--- config.mk ---
export PLATFORM = sky130hd
export DESIGN_NAME = iirg_tap_state
export DESIGN_NICKNAME = d
export VERILOG_FILES = /design/src/hdl/iirg_pkg.sv /design/src/hdl/iirg_tap_state.sv
export SDC_FILE = /design/constraint.sdc
export NUM_CORES = 1
export LEC_CHECK = 0
export ABC_AREA = 1
export ABC_CLOCK_PERIOD_IN_PS = 1300
export BUFFER_PORTS_ARGS = -buffer_cell sky130_fd_sc_hd__buf_2
export CELL_PAD_IN_SITES_DETAIL_PLACEMENT = 0
export CELL_PAD_IN_SITES_GLOBAL_PLACEMENT = 1
export CORE_MARGIN = 2
export CORE_UTILIZATION = 37
export CTS_CLUSTER_DIAMETER = 50
export DETAILED_ROUTE_END_ITERATION = 6
export PLACE_DENSITY = 0.72
export SLEW_MARGIN = 20
export SYNTH_ARGS = -nofsm -noshare
export SYNTH_HDL_FRONTEND = slang
export SYNTH_SLANG_ARGS = --single-unit
--- constraint.sdc ---
create_clock -name clk -period 1.3 [get_ports clk]
set_clock_uncertainty 0.2 [all_clocks]
set_input_delay 0.26 -clock clk [delete_from_list [all_inputs] [get_ports clk]]
set_output_delay 0.26 -clock clk [all_outputs]
set_load 0.005 [all_outputs]
--- src/hdl/iirg_pkg.sv ---
// types and constants of the impulse response generator
package iirg_pkg;

	localparam int MAX_ORDER  = 7;
	localparam int NUM_COEFS  = 8;
	localparam int COEF_W     = 16;
	localparam int TAP_W      = 32;
	localparam int COEF_FRAC  = 12;
	localparam int TAP_FRAC   = 20;
	localparam int IDX_W      = 16;
	localparam int ORDER_W    = 3;
	localparam int CFG_DATA_W = 64;
	localparam int CFG_IDX_W  = 3;
	localparam int DEN_HI_W   = 48;

	localparam int PROD_W     = COEF_W + TAP_W;
	localparam int NUM_TERM_W = COEF_W + TAP_FRAC;
	// headroom for the sum of all feedback terms plus the numerator term
	localparam int ACC_W      = ((PROD_W > NUM_TERM_W) ? PROD_W : NUM_TERM_W) + 4;

	typedef enum logic [CFG_IDX_W-1:0] {
		REG_DEN_LOW   = 3'd0,
		REG_DEN_HIGH  = 3'd1,
		REG_NUM_LOW   = 3'd2,
		REG_NUM_HIGH  = 3'd3,
		REG_NUM_ORDER = 3'd4,
		REG_DEN_ORDER = 3'd5,
		REG_TAP_COUNT = 3'd6
	} cfg_reg_t;

	typedef struct packed {
		logic [MAX_ORDER*COEF_W-1:0] den_coefs;
		logic [NUM_COEFS*COEF_W-1:0] num_coefs;
		logic [ORDER_W-1:0]          num_order;
		logic [ORDER_W-1:0]          den_order;
		logic [IDX_W-1:0]            tap_count;
	} cfg_t;

	typedef struct packed {
		logic signed [TAP_W-1:0] tap_value;
		logic                    last_tap;
		logic                    saturated;
	} tap_res_t;

endpackage

--- src/hdl/iirg_tap_state.sv ---
// tap history delay line and tap counter
module iirg_tap_state import iirg_pkg::*; (
	input  logic                    clk,
	input  logic                    arst_n,
	input  logic                    advance,
	input  logic                    restart,
	input  tap_res_t                res,
	output logic signed [TAP_W-1:0] hist [MAX_ORDER],
	output logic [IDX_W-1:0]        tap_index
);

	logic signed [TAP_W-1:0] hist_q [MAX_ORDER];
	logic [IDX_W-1:0]        index_q;

	// restart makes this tap number zero; the history is then never read
	assign tap_index = restart ? '0 : index_q;
	assign hist      = hist_q;

	always_ff @(posedge clk or negedge arst_n) begin
		if (!arst_n) begin
			index_q <= '0;
			for (int k = 0; k < MAX_ORDER; k++) begin
				hist_q[k] <= '0;
			end
		end else if (advance) begin
			if (res.last_tap) begin
				index_q <= '0;
				for (int k = 0; k < MAX_ORDER; k++) begin
					hist_q[k] <= '0;
				end
			end else begin
				index_q   <= tap_index + IDX_W'(1);
				hist_q[0] <= res.tap_value;
				for (int k = 1; k < MAX_ORDER; k++) begin
					hist_q[k] <= restart ? '0 : hist_q[k-1];
				end
			end
		end
	end

endmodule

==> results.json <==
{
  "synthesis.area_per_instance_um2": 12.9,
  "power.total_mw": 16.8,
  "p_per_area_mw_per_mm2": 1080,
  "std_cell_rows": 58,
  "yosys_register_bits": 240,
  "final_min_period_over_clock_period": 1.33,
  "synth_compound_area_frac": 0.225,
  "rsz0062_at_grt": "true",
  "fin_tns_setup_ns": -57.74,
  "tritoncts": "yes",
  "syn2layout_area_growth_pct": 65.1,
  "maxCapViolations": 0,
  "rr_startpoint": "index_q[12]",
  "ctsHoldBuffers": 35,
  "via_count_of_the_first_global_routing_pass": 8094,
  "ioPinCount": 278,
  "layout.cells.non_filler": 1713,
  "clockRootBuffer": "sky130_fd_sc_hd__clkbuf_16",
  "synth_enable_flop_cells": 0,
  "synth-async-reset-ratio": 1.00,
  "antenna_cells_inserted": 0,
  "synthMuxAreaShare": 0,
  "synth_xor_area_frac": 0,
  "synth_top_family_by_area": "compound AO/OA/AOI/OAI gates",
  "count_of_vias_placed_by_the_detailed_router": 8905,
  "synth_largest_type_area_fraction": 0.638,
  "final_report_setup_violation_count": 255,
  "reg_to_reg_end": "index_q[14]",
  "vias_per_cell": 5.20,
  "clkSinkCount": 240,
  "detailed_placement_hpwl_mm": 18.8,
  "synth_ff_type": "sky130_fd_sc_hd__dfrtp_1",
  "yosysTopAreaCell": "sky130_fd_sc_hd__dfrtp_1",
  "failing_checks": "hold timing, setup timing",
  "syn_inst": 730,
  "cts_max_level": 1,
  "ff2ff_setup_slack_ns": -0.28,
  "run_status": "finished, violations left",
  "synthTopCellsByArea": "sky130_fd_sc_hd__dfrtp_1 (64%), sky130_fd_sc_hd__a32o_1 (20%), sky130_fd_sc_hd__nand2_1 (4.5%)",
  "grt_max_degree": 61,
  "hold_violations": 15,
  "netlist_top_cells_count": "sky130_fd_sc_hd__dfrtp_1 (240), sky130_fd_sc_hd__a32o_1 (192), sky130_fd_sc_hd__nand2_1 (112)",
  "combinational_power_share": 0.093,
  "crit_arrival_ns": 1.27,
  "drive_gt1_frac": 0.555,
  "drtIter0Drc": 894,
  "fmaxAchievable_mhz": 578,
  "cp-start-kind": "flip-flop",
  "drt.antenna.violating_nets": 0,
  "placeable_area_mm2": 0.0251,
  "grt.overflow.total": 0,
  "post_synth_and_or_nand_nor_area_fraction": 0.0736,
  "synth_fa_ha_area_frac": 0,
  "worst_skew_pair.late_latency_ns": 0.55,
  "timing.final.ws_setup_ns": -0.429,
  "synth_area_mm2": 0.00942,
  "finalNetCount": 1403,
  "holdCritPathClass": "input port to asynchronous set/reset pin",
  "number_of_pins_exceeding_their_max_slew_limit_in_the_final_report": 0,
  "synthesis.nets": 768,
  "yosysWarnings": 0,
  "die-width_um": 164,
  "fin_crit_ns": 1.73,
  "place_congestion": 0.789,
  "netSwitchingPower_mw": 4.06,
  "placed_cells": 1322,
  "switching_share": 0.242,
  "die_area_mm2": 0.0267,
  "worst-path-max-fanout": 2,
  "pwr-share-clk": 0.448,
  "clk_transition_reported_paths_ns": 0.06,
  "power_frac_seq": 0.459,
  "drt_wl_total_mm": 32.3,
  "port_buffers": 276,
  "track_usage": 0.226,
  "tightestPinTransition_ns": 0.296,
  "slew_headroom": 0.803,
  "yosysMostFrequentCell": "sky130_fd_sc_hd__dfrtp_1",
  "whs_ns": -0.0219,
  "worst_voltage_drop_across_the_vdd_grid_uv": 784,
  "die_height_um": 164,
  "tritoncts.num_buffers": 27,
  "floorplan.initialDensity": 0.375,
  "firstDrtPassIters": 5,
  "timing.critical_path.slowest_cell_delay_ns": 0.35,
  "worstSetupEndpointType": "output pin",
  "worstSetupPathType": "flip-flop to output pin",
  "ys_seq_area_frac": 0.638,
  "yosysUniqueCellTypes": 22,
  "ff2ff_path_depth": 10,
  "cp_cell_sequence": "inv_1 > nor2_2 > buf_4 > buf_6",
  "grt_pass1_wl_mm": 47.5,
  "worstPathRequired_ns": 0.84,
  "p_int_mw": 12.7,
  "cts.path.max_buffers": 3,
  "power.static_leakage_nw": 8.45,
  "timing.critical_path.slowest_stage_cell": "sky130_fd_sc_hd__dfrtp_1",
  "route.detailed.wl_per_inst_um": 18.9,
  "drc": 0,
  "grt_antenna_before_repair": 0
}
## cell usage in the layout, fill, tap and decap left out, types with 14 or more instances in the layout
master and instances:
sky130_fd_sc_hd__buf_12 20, sky130_fd_sc_hd__clkbuf_16 27, sky130_fd_sc_hd__a32o_1 192, sky130_fd_sc_hd__nor2_4 14, sky130_fd_sc_hd__buf_6 48, sky130_fd_sc_hd__a22o_1 16
sky130_fd_sc_hd__buf_2 248, sky130_fd_sc_hd__nand2_1 92, sky130_fd_sc_hd__buf_4 329, sky130_fd_sc_hd__inv_2 16, sky130_fd_sc_hd__dlygate4sd3_1 35, sky130_fd_sc_hd__nand2_2 15
sky130_fd_sc_hd__dfrtp_1 237
## power by group through the flow
| stage | combinational, mW | sequential [mW] | clock, mW |
|---|---|---|---|
| 5_1_grt | 1.68 | 7.72 | 7.99 |
| 3_3_place_gp | 1.10 | 7.89 | 0 |
| 2_1_floorplan | 0.508 | 7.87 | 0 |
| 6_report | 1.56 | 7.71 | 7.51 |
| 3_5_place_dp | 1.11 | 7.89 | 0 |
| 4_1_cts | 1.49 | 7.70 | 7.62 |
## area by class of cell
class | instances | area [um^2]
tap | 330 | 413
clock buffer | 38 | 777
inverter | 29 | 131
clock inverter | 9 | 104
timing repair buffer | 681 | 5020
multi-input combinational | 386 | 3090
fill | 2020 | 9560
sequential | 240 | 6010
## worst max path at each step
stage	start	to	cells after the start
finish	index_q[9]	tap_index[9]	4
global route	index_q[9]	tap_index[9]	4
CTS	index_q[9]	tap_index[9]	4
detailed placement	advance	index_q[1]	7
global placement	advance	index_q[1]	7
floorplan	advance	index_q[3]	7
## what timing repair did
| item | CTS | global route |
|---|---|---|
| pin swaps | 33 | 24 |
| hold endpoints to repair | 278 | 8 |
| endpoints found under the setup margin | 252 | 255 |
| setup buffers | 246 | 79 |
| gates resized for setup | 91 | 52 |
## per-stage QoR
stage                     instance area (um^2)  utilization  setup WS [ns]
final                                    15500        0.619         -0.429
after global routing                     15500        0.619         -0.473
after detailed placement                 11500        0.457         -0.347
after floorplan                           9470            -        -0.0143
after global placement                   11500        0.457         -0.317
after CTS                                14800        0.588         -0.436
## logic make-up (layout without fill, tap and decap cells)
family,after synthesis,in the layout
AOI/OAI and AO/OA,218,218
and+or+nand+nor,168,168
buffers and inverters,104,757
DFF,240,240
## per-layer routing
metal	vias to the layer above	global-route usage	wire length (um)
met1	4435	0.333	14200
met2	325	0.341	15000
met5	-	0	0
met3	57	0.0368	2020
met4	0	0.0746	1050
li1	4088	-	-
## sequential cells by signal (all words and copies together), names as in the netlist
register,cells
index_q,16
hist,224
## critical path: cells and delay by family, from the launching register on
kind                   cells  cell delay [ns]
buffers and inverters      3             0.26
flip-flops                 1             0.35
AND/OR/NAND/NOR            1             0.12
(Power assumes the default switching activity.)
