### src/hdl/iirg_pkg.sv
// types and constants of the impulse response generator
package iirg_pkg;

	localparam int MAX_ORDER  = 7;
	localparam int NUM_COEFS  = 8;
	localparam int COEF_W     = 16;
	localparam int TAP_W      = 32;
	localparam int COEF_FRAC  = 12;
	localparam int TAP_FRAC   = 20;
	localparam int IDX_W      = 16;
	localparam int ORDER_W    = 3;
	localparam int CFG_DATA_W = 64;
	localparam int CFG_IDX_W  = 3;
	localparam int DEN_HI_W   = 48;

	localparam int PROD_W     = COEF_W + TAP_W;
	localparam int NUM_TERM_W = COEF_W + TAP_FRAC;
	// headroom for the sum of all feedback terms plus the numerator term
	localparam int ACC_W      = ((PROD_W > NUM_TERM_W) ? PROD_W : NUM_TERM_W) + 4;

	typedef enum logic [CFG_IDX_W-1:0] {
		REG_DEN_LOW   = 3'd0,
		REG_DEN_HIGH  = 3'd1,
		REG_NUM_LOW   = 3'd2,
		REG_NUM_HIGH  = 3'd3,
		REG_NUM_ORDER = 3'd4,
		REG_DEN_ORDER = 3'd5,
		REG_TAP_COUNT = 3'd6
	} cfg_reg_t;

	typedef struct packed {
		logic [MAX_ORDER*COEF_W-1:0] den_coefs;
		logic [NUM_COEFS*COEF_W-1:0] num_coefs;
		logic [ORDER_W-1:0]          num_order;
		logic [ORDER_W-1:0]          den_order;
		logic [IDX_W-1:0]            tap_count;
	} cfg_t;

	typedef struct packed {
		logic signed [TAP_W-1:0] tap_value;
		logic                    last_tap;
		logic                    saturated;
	} tap_res_t;

endpackage

### src/hdl/iirg_cfg_regs.sv
// configuration register file of the impulse response generator
module iirg_cfg_regs import iirg_pkg::*; (
	input  logic                  clk,
	input  logic                  arst_n,
	input  logic                  cfg_wr_en,
	input  logic [CFG_IDX_W-1:0]  cfg_index,
	input  logic [CFG_DATA_W-1:0] cfg_wr_data,
	output cfg_t                  cfg
);

	logic [CFG_DATA_W-1:0] den_low_q;
	logic [DEN_HI_W-1:0]   den_high_q;
	logic [CFG_DATA_W-1:0] num_low_q;
	logic [CFG_DATA_W-1:0] num_high_q;
	logic [ORDER_W-1:0]    num_order_q;
	logic [ORDER_W-1:0]    den_order_q;
	logic [IDX_W-1:0]      tap_count_q;

	always_ff @(posedge clk or negedge arst_n) begin
		if (!arst_n) begin
			den_low_q   <= '0;
			den_high_q  <= '0;
			num_low_q   <= CFG_DATA_W'(4096);
			num_high_q  <= '0;
			num_order_q <= '0;
			den_order_q <= ORDER_W'(1);
			tap_count_q <= IDX_W'(16);
		end else if (cfg_wr_en) begin
			unique case (cfg_reg_t'(cfg_index))
				REG_DEN_LOW:   den_low_q   <= cfg_wr_data;
				REG_DEN_HIGH:  den_high_q  <= cfg_wr_data[DEN_HI_W-1:0];
				REG_NUM_LOW:   num_low_q   <= cfg_wr_data;
				REG_NUM_HIGH:  num_high_q  <= cfg_wr_data;
				REG_NUM_ORDER: num_order_q <= cfg_wr_data[ORDER_W-1:0];
				REG_DEN_ORDER: den_order_q <= cfg_wr_data[ORDER_W-1:0];
				REG_TAP_COUNT: tap_count_q <= cfg_wr_data[IDX_W-1:0];
				default: ;
			endcase
		end
	end

	assign cfg.den_coefs = {den_high_q, den_low_q};
	assign cfg.num_coefs = {num_high_q, num_low_q};
	assign cfg.num_order = num_order_q;
	assign cfg.den_order = den_order_q;
	assign cfg.tap_count = tap_count_q;

endmodule

### config.mk
export PLATFORM = sky130hd
export DESIGN_NAME = iirg_cfg_regs
export DESIGN_NICKNAME = d
export VERILOG_FILES = /design/src/hdl/iirg_pkg.sv /design/src/hdl/iirg_cfg_regs.sv
export SDC_FILE = /design/constraint.sdc
export NUM_CORES = 1
export LEC_CHECK = 0
export BUFFER_PORTS_ARGS = -buffer_cell sky130_fd_sc_hd__buf_4
export CAP_MARGIN = 20
export CELL_PAD_IN_SITES_DETAIL_PLACEMENT = 1
export CELL_PAD_IN_SITES_GLOBAL_PLACEMENT = 1
export CORE_MARGIN = 5
export CORE_UTILIZATION = 45
export CTS_CLUSTER_DIAMETER = 50
export DETAILED_ROUTE_END_ITERATION = 16
export PLACE_DENSITY_LB_ADDON = 0.1
export SETUP_SLACK_MARGIN = 0.3
export SYNTH_ARGS = -nofsm -noshare
export SYNTH_HDL_FRONTEND = slang
export SYNTH_SLANG_ARGS = --single-unit
### constraint.sdc
create_clock -name clk -period 1.8 [get_ports clk]
set_input_delay 0.36 -clock clk [delete_from_list [all_inputs] [get_ports clk]]
set_output_delay 0.36 -clock clk [all_outputs]
set_load 0.1 [all_outputs]
==> flow_summary_export.csv, run 1 <==
group,metric,value,unit
die,initial_core_util,45.3,%
placement,place_inst,1166,
cells_and_area,final_cell_mix,"dfrtp_1 (254), mux2_2 (182), buf_12 (114)",
route,drc_errors,0,
timing,tns,0,ns
cells_and_area,drive_gt1_share,72.9,%
clocking,cts_max_level,2,
die,pin_count,332,
clocking,cts.path.max_buffers,3,
pwr,p_per_area,1950,nW/um^2
route,drt_iter0_markers,184,
setup_path,crit_chain,"buf_12",
route,wl_per_cell,29.1,um
synthesis,synth_simple_gate_area_share,0.871,%
route,ant_nets,0,
placement,port_buffers,331,
synthesis,synth.avg_cell_area,18.3,um^2
setup_path,crit_slowest_cell,"dfstp_2",
pwr,ir_drop,1.11,mV
synthesis,syn_area,10200,um^2
clocking,numCtsBuffers,35,
grt,grt_pass1_wl,47.8,mm
status,outcome,"completed",
grt,grt_max_degree,59,
synthesis,yosys_warnings,0,
synthesis,synth_cell_types,14,
setup_path,cp-end-kind,"output port",
setup_path,cp_num_buf_inv,1,
die,rows,55,
grt,grt_pass1_vias,7558,
timing,worst_pin_slew,0.371,ns
job,max_cap_viol_count,0,
route,routed_via_density,5.25,
cells_and_area,nets,1016,
die,core_area,22500,um^2
clocking,cts_sinks,262,
synthesis,ys_seq_area_share,64.3,%
route,vias,6584,
setup_path,cp_max_fo,2,
setup_path,crit_required,1.44,ns
placement,hpwl,20.7,mm
timing,rsz0062_at_grt,"yes",
synthesis,synth_nets,628,
clocking,clk_pin_slew,0.06,ns
cells_and_area,fill_cells,1750,
timing,drv_slew,0,
timing,hold_viol_final,0,
grt,grt.total_usage,23.9,%
placement,gp_congestion,0.772,
pwr,power_leakage,7.65,nW
synthesis,synthMuxAreaShare,31.9,%
synthesis,synth_compound_area_share,0,%
worst_hold_path,hp-class,"in -> reg",
clocking,cts_tree,"yes",
timing,finalSetupViolations,0,
synthesis,synth_top_family_by_area,"multiplexers",
timing,maxSlewHeadroom,75.3,%
die,fp.dieW,161,um
setup_path,cp-start-kind,"register",
cells_and_area,antennaDiodeCount,0,
setup_path,cp_top_family,"flip-flops",
timing,fin_skew,0,ns
clocking,clock_latency,0.50,ns
synthesis,synth_xor_area_share,0,%
timing,fin_crit_sh,89.0,%
route,first_pass_iters,4,
synthesis,synthAdderAreaFrac,0,%
synthesis,syn_inst,558,
die,dieArea,25800,um^2
grt,overflow,0,
clocking,root_buffer,"clkbuf_16",
cells_and_area,area_growth,62.4,%
die,die_y,161,um
timing,layout_min_cycle_time,1.60,ns
cells_and_area,layout_commonest_cell,"dfrtp_1",
setup_path,cp_slowest_stage_delay,0.56,ns
setup_path,path_class,"reg -> out",
cells_and_area,finalNonFillerCells,1254,
setup_path,crit_arrival,1.24,ns
timing,fmax,624,MHz
route,routed_wl,36.4,mm
synthesis,ys_ff_latch,262,
grt,antenna_found_initial,0,
Yosys cell counts:
| cell | number | share of area (%) |
|---|---|---|
| mux2_2 | 182 | 20 |
| nand4b_2 | 1 | 0.15 |
| buf_6 | 10 | 1.1 |
| dfrtp_1 | 259 | 64 |
| and4bb_1 | 1 | 0.12 |
| nand4b_1 | 2 | 0.17 |
| and4bb_4 | 1 | 0.16 |
| nor4b_2 | 1 | 0.15 |
| buf_4 | 7 | 0.51 |
| buf_2 | 4 | 0.20 |
| and4bb_2 | 1 | 0.12 |
| mux2_4 | 80 | 12 |
| buf_12 | 6 | 1.2 |
| dfstp_2 | 3 | 0.77 |
path summary, 6_finish.rpt:
kind	slack [ns]	depth (start not counted)	endpoint	startpoint
min in group asynchronous	0.35	2	num_low_q[48]$_DFFE_PN0P_	arst_n
worst min-delay path	0.11	2	den_low_q[59]$_DFFE_PN0P_	cfg_wr_data[59]
worst min register to register	0.53	1	den_low_q[7]$_DFFE_PN0P_	den_low_q[7]$_DFFE_PN0P_
worst max register to register	0.75	2	num_high_q[34]$_DFFE_PN0P_	num_high_q[34]$_DFFE_PN0P_
worst max-delay path	0.20	1	cfg[16]	den_order_q[0]$_DFFE_PN1P_
max in group asynchronous	0.77	3	tap_count_q[4]$_DFFE_PN1P_	arst_n
registers in the layout (all words and copies together), names as in the netlist:
signal / flops
num_low_q: 64
num_high_q: 64
num_order_q: 3
tap_count_q: 16
den_low_q: 64
den_high_q: 48
den_order_q: 3
through the flow:
| stage | power (mW) | hold slack [ns] | util [%] | instance area, um^2 | setup WS, ns |
|---|---|---|---|---|---|
| floorplan | 19.0 | 0.0644 | - | 10200 | 0.388 |
| global placement | 22.1 | 0.271 | 58.1 | 13100 | 0.117 |
| detailed placement | 22.4 | 0.279 | 58.1 | 13100 | 0.0676 |
| CTS | 30.8 | 0.0934 | 68.7 | 15500 | 0.183 |
| global route | 33.2 | 0.105 | 73.6 | 16600 | 0.169 |
| finish | 32.4 | 0.114 | 73.6 | 16600 | 0.198 |
cell type report:
class	instances	area, um^2	area share [%]
Clock inverter	12	148	0.891
Clock buffer	48	1020	6.14
Sequential cell	262	6570	39.6
Tap cell	285	357	2.15
Timing Repair Buffer	378	5130	31.0
Multi-Input combinational cell	269	3350	20.2
routing by layer:
metal  track usage (%)  routed length [um]
met2              41.5               19700
met5                 0                   0
met3              7.88                2490
met1              27.5               13000
met4              8.96                1260
report_power, final:
part / total (mW) / internal (mW) / leakage, nW / switching (mW)
logic: 16.7 / 5.17 / 3.95 / 11.5
clock network: 7.04 / 4.38 / 0.570 / 2.66
registers: 8.69 / 7.22 / 3.13 / 1.47
cells by family after synthesis:
group	count (synthesis)
multiplexers	262
buffers and inverters	27
flip-flops	262
AND/OR/NAND/NOR	7
timing repair:
action                                  CTS  global route
pin swaps                                 0             0
gates resized for setup                 313           223
hold endpoints to repair                 36             0
setup buffers                             4            23
endpoints found under the setup margin  257           167
hold buffers                              1             0
Power figures use the tool's default switching activity.
==> inputs of run 2 (changes only) <==
CORE_ASPECT_RATIO = 1.75   (was default)
==> run 2 against run 1 <==
Against the previous run: synthesized cell count unchanged; the flow now stops in 4_1_cts; area after synthesis stayed put.
==> flow_summary_export.csv, run 2 <==
group,metric,value,unit
status,outcome,"did not finish",
status,lastStage,"4_1_cts",
status,stop_error,"[ERROR DPL-0033] detailed placement checks failed during check placement.",
placement,gp_congestion,0.782,
clocking,root_buffer,"clkbuf_16",
synthesis,ys_top_cells_by_count,"dfrtp_1 (259), mux2_2 (182), mux2_4 (80)",
placement,hpwl,21.1,mm
synthesis,ys_seq_area_share,64.3,%
synthesis,post-synth-top-count-cell,"dfrtp_1",
clocking,numCtsBuffers,25,
synthesis,synth.avg_cell_area,18.3,um^2
synthesis,synth.largest_area_cell,"dfrtp_1",
clocking,ctsHoldBuffers,1,
die,fp.dieW,124,um
synthesis,syn_area,10200,um^2
clocking,post_cts_resized,774,
synthesis,synth_top_area_share,63.5,%
synthesis,synth_nets,628,
placement,place_inst,1185,
clocking,cts.path.max_buffers,3,
die,initial_core_util,45.2,%
clocking,cts_sinks,262,
synthesis,yosys_warnings,0,
die,rows,73,
synthesis,synth_cell_types,14,
die,die_y,209,um
die,pin_count,332,
placement,pre_cts_ws,0.0650,ns
synthesis,syn_inst,558,
clocking,post_cts_buffers,72,
synthesis,synth_edf_count,0,
placement,port_buffers,331,
synthesis,synth_area_leaders,"dfrtp_1 (64%), mux2_2 (20%), mux2_4 (12%)",
synthesis,synth_ff_type,"dfrtp_1",
synthesis,ys_ff_latch,262,
clocking,cts_max_level,1,
synthesis,synthArstFlopShare,100,%
-- run 2: cell counts after synthesis --
No cell type changed its count.
-- run 2: cell families after synthesis --
family        Yosys count  synth area share (%)
mux                   262                  31.9
flops                 262                  64.3
buf+inv                27                  2.99
simple gates            7                 0.870
-- run 2: metrics by stage --
stage,area (um^2),hold slack [ns]
global placement,13100,0.326
detailed placement,13100,0.326
floorplan,10200,0.0644
==> inputs of run 3 (changes only) <==
CELL_PAD_IN_SITES_DETAIL_PLACEMENT = default   (was 1)
CELL_PAD_IN_SITES_GLOBAL_PLACEMENT = default   (was 1)
CORE_ASPECT_RATIO = default   (was 1.75)
CORE_UTILIZATION = 35   (was 45)
CTS_CLUSTER_DIAMETER = default   (was 50)
PLACE_DENSITY_LB_ADDON = 0.15   (was 0.1)
SETUP_SLACK_MARGIN = default   (was 0.3)
==> run 3 against run 2 <==
Against the previous run: the flow now finishes without violations.
==> flow_summary_export.csv, run 3 (synthesized netlist as in run 1, its figures left out) <==
group,metric,value,unit
clocking,cts_max_level,1,
setup_path,cp-start-kind,"register",
setup_path,crit_arrival,1.37,ns
timing,fmax,578,MHz
timing,hold_viol_final,0,
clocking,post_cts_resized,0,
placement,hpwl,18.8,mm
cells_and_area,nets,992,
timing,fin_crit_sh,96.2,%
timing,layout_min_cycle_time,1.73,ns
setup_path,crit_chain,"buf_4",
clocking,ctsHoldBuffers,1,
setup_path,cp_num_buf_inv,1,
clocking,cts.path.max_buffers,3,
route,drt_iter0_markers,184,
die,die_y,181,um
timing,fin_skew,0,ns
route,drc_errors,0,
timing,drv_slew,0,
worst_hold_path,hold_depth,2,
pwr,power,28.0,mW
grt,grt_pass1_vias,6787,
clocking,clock_latency,0.52,ns
cells_and_area,final_util,49.6,%
cells_and_area,fill_cells,2507,
placement,place_inst,1274,
setup_path,r2r_start,"den_high_q[33]$_DFFE_PN0P_",
grt,antenna_found_initial,0,
cells_and_area,layout_commonest_cell,"buf_4",
worst_hold_path,hp-start,"cfg_wr_data[49]",
cells_and_area,finalNonFillerCells,1328,
route,ant_nets,0,
timing,tns,0,ns
route,first_pass_iters,4,
route,wl_per_cell,20.0,um
clocking,numCtsBuffers,29,
worst_hold_path,hp-class,"in -> reg",
clocking,root_buffer,"clkbuf_16",
die,rows,62,
clocking,cts_tree,"yes",
die,initial_core_util,35.5,%
clocking,cts_sinks,262,
setup_path,cp-end-kind,"output port",
route,vias,6053,
pwr,power_leakage,6.76,nW
cells_and_area,antennaDiodeCount,0,
pwr,ir_drop,1.09,mV
clocking,post_cts_buffers,0,
setup_path,path_class,"reg -> out",
pwr,p_per_area,1960,nW/um^2
setup_path,rrSetupSlack,1.00,ns
cells_and_area,final_cell_mix,"buf_4 (343), dfrtp_1 (259), mux2_2 (182)",
grt,grt_pass1_wl,42.0,mm
cells_and_area,drive_gt1_share,71.5,%
cells_and_area,area_growth,39.8,%
route,routed_via_density,4.56,
die,pin_count,332,
grt,grt_max_degree,53,
timing,maxSlewHeadroom,72.7,%
timing,rsz0062_at_grt,"no",
placement,gp_congestion,0.723,
setup_path,cp_top_family,"flip-flops",
setup_path,crit_required,1.44,ns
clocking,clk_pin_slew,0.06,ns
placement,port_buffers,331,
timing,timing.final.ws_setup,0.0692,ns
route,routed_wl,26.5,mm
setup_path,cp_slowest_stage_delay,0.53,ns
setup_path,cp_max_fo,2,
status,outcome,"completed",
cells_and_area,top_regs,"den_low_q: 64 flops, num_high_q: 64 flops, num_low_q: 64 flops",
grt,overflow,0,
job,max_cap_viol_count,0,
worst_hold_path,holdPathEnd,"num_low_q[49]$_DFFE_PN0P_",
setup_path,r2r_end,"den_high_q[33]$_DFFE_PN0P_",
die,fp.dieW,181,um
timing,finalSetupViolations,0,
die,core_area,28800,um^2
timing,worst_pin_slew,0.409,ns
setup_path,crit_slowest_cell,"dfstp_2",
die,dieArea,32700,um^2
setup_path,ff2ff_path_depth,1,
grt,grt.total_usage,16.0,%
placement,pre_cts_ws,0.0929,ns
[run 3: where the power goes]
part           internal (mW)  total [mW]  leakage [nW]  switching, mW
Clock                   3.61        5.96         0.479           2.35
Sequential              7.21        7.94          3.14          0.729
Combinational           2.98        14.1          3.15           11.1
[run 3: worst max-delay path by stage]
stage | start | end | slack, ns | cells past startpoint
after floorplan | cfg_index[0] | den_low_q[0]$_DFFE_PN0P_ | 0.39 | 4
after detailed placement | cfg_index[0] | den_low_q[40]$_DFFE_PN0P_ | 0.09 | 5
final | tap_count_q[4]$_DFFE_PN1P_ | cfg[4] | 0.07 | 1
after global placement | cfg_index[0] | den_low_q[43]$_DFFE_PN0P_ | 0.11 | 5
after CTS | tap_count_q[4]$_DFFE_PN1P_ | cfg[4] | 0.03 | 1
after global routing | tap_count_q[4]$_DFFE_PN1P_ | cfg[4] | 0.01 | 1
[run 3: stage by stage]
stage / hold WS [ns] / cell area, um^2
after floorplan: 0.0644 / 10200
after global placement: 0.292 / 13300
after detailed placement: 0.299 / 13300
after CTS: 0.0285 / 14300
after global routing: 0.0352 / 14300
final: 0.0688 / 14300
[run 3: layout make-up]
class | count | area (um^2) | area share (%)
Sequential cell | 262 | 6560 | 46.0
Multi-Input combinational cell | 269 | 3350 | 23.5
Timing Repair Buffer | 360 | 2900 | 20.3
Clock buffer | 45 | 876 | 6.14
Tap cell | 384 | 480 | 3.37
Clock inverter | 8 | 96.3 | 0.675
[run 3: layer usage]
layer	share of wire, %	GRT usage, %	vias to the layer above
met5	0	0	-
met4	1.8	3.54	0
met3	10	7.00	33
met2	45	24.7	235
met1	43	21.0	3068
li1	-	-	2717
==> inputs of run 4 (changes only) <==
CELL_PAD_IN_SITES_DETAIL_PLACEMENT = 1   (was default)
CELL_PAD_IN_SITES_GLOBAL_PLACEMENT = 1   (was default)
CORE_UTILIZATION = 42   (was 35)
==> run 4 against run 3 <==
Against the previous run: routed wire length increased by 8.5%; cell count decreased by 4.7%; core utilization increased by 9.1 points; combinational power about the same; sequential power increased by 1%; largest cell class unchanged; critical path depth unchanged; first-iteration DRC count increased by 14%; clock power decreased by 0.7%; worst setup slack improved by 0.022 ns.
==> flow_summary_export.csv, run 4 (synthesized netlist as in run 1, its figures left out) <==
group,metric,value,unit
setup_path,crit_arrival,1.35,ns
setup_path,crit_slowest_cell,"dfstp_2",
timing,layout_min_cycle_time,1.71,ns
cells_and_area,finalNonFillerCells,1265,
die,initial_core_util,42.3,%
timing,fin_skew,0,ns
grt,grt_max_degree,66,
die,rows,57,
clocking,cts_sinks,262,
timing,maxSlewHeadroom,61.7,%
cells_and_area,final_cell_mix,"buf_4 (343), dfrtp_1 (259), mux2_2 (182)",
pwr,internal-power,13.8,mW
clocking,clock_latency,0.51,ns
die,core_area,24100,um^2
placement,place_inst,1212,
status,outcome,"completed",
setup_path,cp-end-kind,"output port",
clocking,cts_tree,"yes",
timing,drv_slew,0,
grt,overflow,0,
clocking,clk_pin_slew,0.06,ns
timing,tns,0,ns
setup_path,ff2ff_path_depth,1,
job,max_cap_viol_count,0,
route,drc_errors,0,
clocking,root_buffer,"clkbuf_16",
cells_and_area,antennaDiodeCount,0,
pwr,pwr-share-comb,50.4,%
clocking,numCtsBuffers,28,
die,fp.dieW,166,um
pwr,seqPwrFrac,28.5,%
clocking,cts.path.max_buffers,3,
route,drt_iter0_markers,210,
setup_path,cp_max_fo,2,
worst_hold_path,hold_depth,2,
setup_path,crit_cells,1,
route,ant_nets,0,
die,dieArea,27500,um^2
cells_and_area,nets,989,
placement,port_buffers,331,
setup_path,cp_slowest_stage_delay,0.54,ns
pwr,power.switching,14.3,mW
timing,finalSetupViolations,0,
die,pin_count,332,
grt,grt_pass1_wl,45.4,mm
setup_path,cp_top_family,"flip-flops",
cells_and_area,layout_commonest_cell,"buf_4",
pwr,power_leakage,6.74,nW
grt,grt.total_usage,20.4,%
clocking,post_cts_resized,0,
clocking,post_cts_buffers,0,
timing,fmax,585,MHz
timing,fin_crit_sh,94.9,%
setup_path,crit_chain,"buf_4",
setup_path,crit_required,1.44,ns
pwr,p_per_area,1990,nW/um^2
timing,hold_ws,0.0792,ns
cells_and_area,area_growth,38.5,%
cells_and_area,top_regs,"den_low_q: 64 flops, num_high_q: 64 flops, num_low_q: 64 flops",
clocking,ctsHoldBuffers,1,
timing,rsz0062_at_grt,"no",
route,first_pass_iters,4,
pwr,sw_frac_of_total,50.9,%
worst_hold_path,hp-class,"in -> reg",
placement,hpwl,20.9,mm
route,wl_per_cell,22.7,um
setup_path,cp_num_buf_inv,1,
route,routed_via_density,4.91,
grt,grt_pass1_vias,7341,
timing,worst_pin_slew,0.574,ns
setup_path,path_class,"reg -> out",
timing,hold_viol_final,0,
clocking,cts_max_level,1,
pwr,clkPwrFrac,21.0,%
cells_and_area,drive_gt1_share,71.2,%
setup_path,cp-start-kind,"register",
grt,antenna_found_initial,0,
placement,gp_congestion,0.802,
route,vias,6209,
die,die_y,166,um
pwr,ir_drop,0.980,mV
route,routed_wl,28.8,mm
[run 4: changes by cell type in the layout (fill, tap and decap cells not counted)]
cell / delta
inv_6: -1
bufinv_16: +1
clkbuf_1: +2
clkbuf_8: -3
buf_12: -2
[run 4: metrics by stage]
step / power (mW) / setup slack, ns / utilization, % / instance area [um^2]
detailed placement: 22.4 / 0.0407 / 54.6 / 13200
global route: 29.0 / 0.0486 / 58.6 / 14100
finish: 28.1 / 0.0917 / 58.6 / 14100
CTS: 28.4 / 0.0612 / 58.6 / 14100
global placement: 22.2 / 0.0686 / 54.6 / 13200
floorplan: 19.0 / 0.388 / - / 10200
[run 4: area by class of cell]
type | count | area, um^2
fillers | 2334 | 9970
flip-flops and latches | 262 | 6560
multi-input cells | 269 | 3350
repair buffers | 358 | 2860
clock buffers | 44 | 842
well taps | 324 | 405
clock inverters | 8 | 118
[run 4: path summary, 6_finish.rpt]
kind / to / from / slack, ns
min in group asynchronous: num_high_q[38]$_DFFE_PN0P_ / arst_n / 0.40
max in group asynchronous: den_order_q[0]$_DFFE_PN1P_ / arst_n / 0.75
worst min register to register: tap_count_q[13]$_DFFE_PN0P_ / tap_count_q[13]$_DFFE_PN0P_ / 0.51
worst max-delay path: cfg[34] / num_low_q[12]$_DFFE_PN1P_ / 0.09
worst min-delay path: num_low_q[55]$_DFFE_PN0P_ / cfg_wr_data[55] / 0.08
worst max register to register: den_low_q[48]$_DFFE_PN0P_ / den_low_q[48]$_DFFE_PN0P_ / 0.97
[run 4: power groups by stage]
stage | clock network (mW) | logic (mW) | registers (mW)
after global placement | 0 | 14.1 | 8.03
after global routing | 6.33 | 14.5 | 8.19
after floorplan | 0 | 1.51 | 17.5
final | 5.92 | 14.2 | 8.03
after detailed placement | 0 | 14.3 | 8.11
after CTS | 6.09 | 14.3 | 8.05
[run 4: layer usage]
layer	vias to the layer above	share of wire (%)	GRT usage, %
met5	-	0	0
met4	0	1.5	3.84
met3	38	7.8	6.88
met2	234	50	35.3
met1	3231	40	25.2
li1	2706	-	-
